`config.mk`:
```
export PLATFORM = sky130hd
export DESIGN_NAME = sbc_frame_ctrl
export DESIGN_NICKNAME = d
export VERILOG_FILES = /design/src/design/sbc_pkg.sv /design/src/design/sbc_frame_ctrl.sv
export SDC_FILE = /design/constraint.sdc
export NUM_CORES = 1
export LEC_CHECK = 0
export BUFFER_PORTS_ARGS = -buffer_cell sky130_fd_sc_hd__clkbuf_2
export CORE_AREA = 2 2 103 105
export DETAILED_ROUTE_END_ITERATION = 16
export DIE_AREA = 0 0 105 107
export PLACE_DENSITY_LB_ADDON = 0.15
export SLEW_MARGIN = 0
export SYNTH_ARGS = -nofsm -noshare
export SYNTH_HDL_FRONTEND = slang
export SYNTH_SLANG_ARGS = --single-unit
```
`constraint.sdc`:
```
create_clock -name clk -period 4.9 [get_ports clk]
set_input_delay 0.49 -clock clk [delete_from_list [all_inputs] [get_ports clk]]
set_output_delay 0.49 -clock clk [all_outputs]
set_load 0.01 [all_outputs]
```
`src/design/sbc_pkg.sv`:
```
// ----------------------------------------------------------------------------
// sbc_pkg
// Shared types and constants of the plus-stencil bright spot counter.
// ----------------------------------------------------------------------------
package sbc_pkg;

  // Default sizes handed to the top level parameters
  localparam int MAX_COLUMNS_DEFAULT = 1024;
  localparam int PIXEL_BITS_DEFAULT  = 8;

  // Frame geometry
  localparam int MAX_ROWS  = 1024;
  localparam int ROW_BITS  = 10;
  localparam int SIZE_BITS = 11;

  // Size register reset values
  localparam logic [SIZE_BITS-1:0] ROWS_RESET    = 11'd3;
  localparam logic [SIZE_BITS-1:0] COLUMNS_RESET = 11'd3;

  // Counting
  localparam int                   COUNT_BITS    = 20;
  localparam logic [COUNT_BITS-1:0] COUNT_MAX    = 20'hFFFFF;
  localparam int                   SUM_THRESHOLD = 30;

  // Configuration register indexes
  localparam int CFG_INDEX_BITS = 1;
  typedef enum logic [CFG_INDEX_BITS-1:0] {
    REG_IMAGE_ROWS    = 1'b0,
    REG_IMAGE_COLUMNS = 1'b1
  } cfg_reg_t;

  // Per-transaction status from the frame controller to the datapath
  typedef struct packed {
    logic interior;   // centre of this column is an interior pixel
    logic frame_end;  // this transaction is the last pixel of the frame
    logic byp_same;   // prefetched column was the one just written
    logic byp_right;  // prefetched right neighbour was the one just written
  } step_t;

endpackage

```
`src/design/sbc_frame_ctrl.sv`:
```
// ----------------------------------------------------------------------------
// sbc_frame_ctrl
// Size registers, row/column position counters, line store read-ahead
// addresses and bypass flags.
// ----------------------------------------------------------------------------
module sbc_frame_ctrl #(
  parameter int MAX_COLUMNS = sbc_pkg::MAX_COLUMNS_DEFAULT,
  localparam int AW         = $clog2(MAX_COLUMNS)
) (
  input  logic                               clk,
  input  logic                               rst,
  input  logic                               cfg_write,
  input  logic [sbc_pkg::CFG_INDEX_BITS-1:0] cfg_index,
  input  logic [sbc_pkg::SIZE_BITS-1:0]      cfg_data,
  input  logic                               accept,
  output sbc_pkg::step_t                     step,
  output logic [AW-1:0]                      col,
  output logic [AW-1:0]                      rd_addr_same,
  output logic [AW-1:0]                      rd_addr_right
);

  // Wide enough for the clamped column count and position + 2
  localparam int XW = (AW + 2 > sbc_pkg::SIZE_BITS) ? AW + 2 : sbc_pkg::SIZE_BITS;
  localparam int SW = sbc_pkg::SIZE_BITS;

  logic [SW-1:0]                image_rows;
  logic [SW-1:0]                image_columns;
  logic [sbc_pkg::ROW_BITS-1:0] row;
  logic [sbc_pkg::ROW_BITS-1:0] row_next;
  logic [AW-1:0]                col_next;
  logic                         byp_same;
  logic                         byp_right;

  logic [SW-1:0] rows_eff;
  logic [XW-1:0] cols_cfg_x;
  logic [XW-1:0] cols_eff;
  logic [XW-1:0] col_x;
  logic [XW-1:0] col_next_x;
  logic [SW-1:0] row_x;
  logic          col_end;
  logic          row_end;

  // Configuration writes
  always_ff @(posedge clk) begin
    if (rst) begin
      image_rows    <= sbc_pkg::ROWS_RESET;
      image_columns <= sbc_pkg::COLUMNS_RESET;
    end else if (cfg_write) begin
      case (sbc_pkg::cfg_reg_t'(cfg_index))
        sbc_pkg::REG_IMAGE_ROWS:    image_rows    <= cfg_data;
        sbc_pkg::REG_IMAGE_COLUMNS: image_columns <= cfg_data;
        default: ;
      endcase
    end
  end

  // Clamped sizes and position decode
  always_comb begin
    if (image_rows == '0) begin
      rows_eff = SW'(1);
    end else if (image_rows > SW'(sbc_pkg::MAX_ROWS)) begin
      rows_eff = SW'(sbc_pkg::MAX_ROWS);
    end else begin
      rows_eff = image_rows;
    end

    cols_cfg_x = XW'(image_columns);
    if (cols_cfg_x == '0) begin
      cols_eff = XW'(1);
    end else if (cols_cfg_x > XW'(MAX_COLUMNS)) begin
      cols_eff = XW'(MAX_COLUMNS);
    end else begin
      cols_eff = cols_cfg_x;
    end

    col_x   = XW'(col);
    row_x   = SW'(row);
    col_end = (col_x + XW'(1)) >= cols_eff;
    row_end = (row_x + SW'(1)) >= rows_eff;

    step.interior  = (row >= sbc_pkg::ROW_BITS'(2)) && ((row_x + SW'(1)) <= rows_eff) &&
                     (col != '0) && ((col_x + XW'(2)) <= cols_eff);
    step.frame_end = col_end && row_end;
    step.byp_same  = byp_same;
    step.byp_right = byp_right;

    col_next = col_end ? '0 : AW'(col_x + XW'(1));
    if (!col_end) begin
      row_next = row;
    end else if (row_end) begin
      row_next = '0;
    end else begin
      row_next = sbc_pkg::ROW_BITS'(row_x + SW'(1));
    end

    // Read ahead at the next transaction's column and its right neighbour
    col_next_x    = XW'(col_next);
    rd_addr_same  = col_next;
    rd_addr_right = ((col_next_x + XW'(1)) < XW'(MAX_COLUMNS)) ?
                    AW'(col_next_x + XW'(1)) : '0;
  end

  // Position counters and bypass flags
  always_ff @(posedge clk) begin
    if (rst) begin
      col       <= '0;
      row       <= '0;
      byp_same  <= 1'b0;
      byp_right <= 1'b0;
    end else if (accept) begin
      col       <= col_next;
      row       <= row_next;
      byp_same  <= (col_next == col);
      byp_right <= ((col_next_x + XW'(1)) == col_x);
    end
  end

endmodule

```
==> metrics.cfg <==
[placement]
gp_congestion=0.903
place_ws_ps=169
port_buffers=49
place_inst=624
placed_area_mm2=0.00389
hpwl_mm=7.51

[synthesis]
synth_seq_area_share_pct=25.2
syn-instance-count=447
yosysTopAreaCellShare_pct=25.2
synthTopCellsByArea=dfxtp_1 25%, ha_1 14%, nand2_1 9.0%
yosysUniqueCellTypes=61
yosysWarnings=0
synth-main-ff-cell=dfxtp_1
netlist_area_mm2=0.00350
syn-num-nets=502
ys_ff_latch=44
avgSynthCellArea_um2=7.82
synth_edf_count=0
async_flop_share_pct=0
synth_top_cell_by_area=dfxtp_1

[sta]
finClkSkew_ps=10.7
setup_tns_ps=0
hold_violations=0
relSlewSlack_pct=45.4
setup_violations=0
maxSlewViolCount=0
tightest_slew_ps=819
finalCritPeriodShare_pct=95.0
worst_slack_ps=247
fmax_mhz=215
fin_crit_ps=4650

[power_and_ir_drop]
p_leak_nw=1.84
switchingPower_w=0.000335
power_frac_comb_pct=31.2
switching_share_pct=33.1
seqPwrFrac_pct=38.4
p_per_area_mw_per_mm2=243
irDropWorstVdd_mv=0.124
intPower_w=0.000677
clockPowerShare_pct=30.4

[layout]
final_core_util_pct=41.3
drive_gt1_share_pct=22.9
fin_cells=639
fin_area_mm2=0.00417
final_common_cell=nand2_1
nets=557
num_antenna_cells=0
synthToLayoutAreaGrowth_pct=19.3
final_cell_mix=84 x nand2_1, 49 x clkbuf_2, 38 x dfxtp_1

[global_routing]
grt_use_total_pct=17.4
grt_pass1_wl_mm=15.8
grt_pass1_vias=3142
use_met2_pct=30.8
grt.met3_usage_pct=2.43
grtUsageMet1_pct=22.2
grt_antenna_before_repair=0
busiest_layer=met2
gr-total-overflow=0
grt_max_degree=37

[worst_hold_path]
hold_class=input pin to register

[floorplanning]
die_area_mm2=0.0112
core_area_mm2=0.0101
num_rows=37
initial_utilization_pct=34.6
io_pins=50
die_y_um=107
dieWidth_um=105

[routing]
vias=3229
drt-initial-drc-count=137
drc_errors=0
dr.pass1.iters=4
post_drt_wl_per_cell_um=15.1
ant_nets=0
vias_per_cell=5.05
wirelength_mm=9.67

[cts]
numCtsBuffers=5
insertion_delay_ps=310
h-tree-depth=2
tritoncts=built
cts_buffer_depth=2
cts_root_buffer=clkbuf_8
clk_transition_reported_paths_ps=100
clock_sinks=44

[setup_path]
crit_fanout=9
cp.arrival_ps=4160
endpoint_kind=output port
critical_path_required_ps=4410
startpoint_type=register
criticalPathCategory=register to output port

[outcome]
status=complete, no violations

[flow_run]
drv_cap=0

[area by class of cell]
cell class,instances,area (um2)
inverter,19,71.3
tap,136,170
clock inverter,2,38.8
timing repair buffer,72,422
clock buffer,6,82.6
fill,1095,5920
multi-input combinational,360,2490
sequential,44,898
[registers in the layout (all words and copies together) (netlist names)]
| register | flops |
|---|---|
| image_columns | 11 |
| col | 10 |
| image_rows | 11 |
| row | 10 |
| byp_same | 1 |
| byp_right | 1 |
[power by group through the flow]
| stage | clock network, W | registers (W) | logic (W) |
|---|---|---|---|
| floorplan | 0 | 0.000397 | 0.000211 |
| global placement | 0 | 0.000396 | 0.000302 |
| detailed placement | 0 | 0.000397 | 0.000301 |
| CTS | 0.000319 | 0.000389 | 0.000303 |
| global route | 0.000330 | 0.000392 | 0.000349 |
| finish | 0.000307 | 0.000389 | 0.000316 |
[cell families after synthesis]
kind of cell,after synthesis,synth area share (%)
AO/OA/AOI/OAI,80,15.6
XOR/XNOR,31,8.20
adder cells (fa/ha/maj),39,14.0
buffers and inverters,43,5.98
flip-flops,44,25.2
multiplexers,10,2.90
AND/OR/NAND/NOR,200,28.2
[critical path: stages (launching register included)]
cell and delay, ps:
dfxtp_4 420, and3_1 200, and3_4 210, and2_4 160
xnor2_2 130, inv_1 80, ha_1 310, a21o_1 190
a221oi_2 230, o21ai_1 120, or2_1 270, nor2_2 140
ha_2 220, and2_4 150, nand4_1 120, or3_4 450
o31ai_4 260, nor2_1 70, clkbuf_2 130
[layer usage]
metal | part of all wire, % | wire (um)
met3 | 3.9 | 377
met1 | 45 | 4350
met2 | 50 | 4800
met4 | 1.5 | 149
met5 | 0 | 0
[timing repair]
item	CTS	global route
setup buffers	0	7
hold buffers	0	0
gates cloned	0	0
resized for setup	5	20
pin swaps	1	11
endpoints found under the setup margin	6	6
[metrics by stage]
stage                     hold slack (ps)  total power (W)
after floorplan                       442         0.000608
after global placement                461         0.000698
after detailed placement              467         0.000698
after CTS                             412          0.00101
after global routing                  425          0.00107
final                                 426          0.00101
[Yosys cell counts (5+ instances only)]
master    instances
nor4_1            6
nor2b_1           6
ha_1             39
xnor2_1          22
clkbuf_1         10
and2_1            7
buf_2             5
inv_1            17
a21o_1            5
o21ai_0           8
nand2_1          84
a21oi_1          35
xor2_1            7
nand4_1           8
a32o_1            5
mux2i_1           9
nor3_1            7
and3_1            6
nand3_1          15
nand2b_1          6
dfxtp_1          44
nor2_1           32
[worst paths after layout]
path,start,endpoint,slack (ps),cells past startpoint
max,col[3],rd_addr_right[5],250,18
min,cfg_data[1],image_rows[1],430,3
max reg2reg,col[1],byp_right,690,19
min reg2reg,byp_same,byp_same,480,2
No activity file was read; power rests on OpenSTA's default activity.
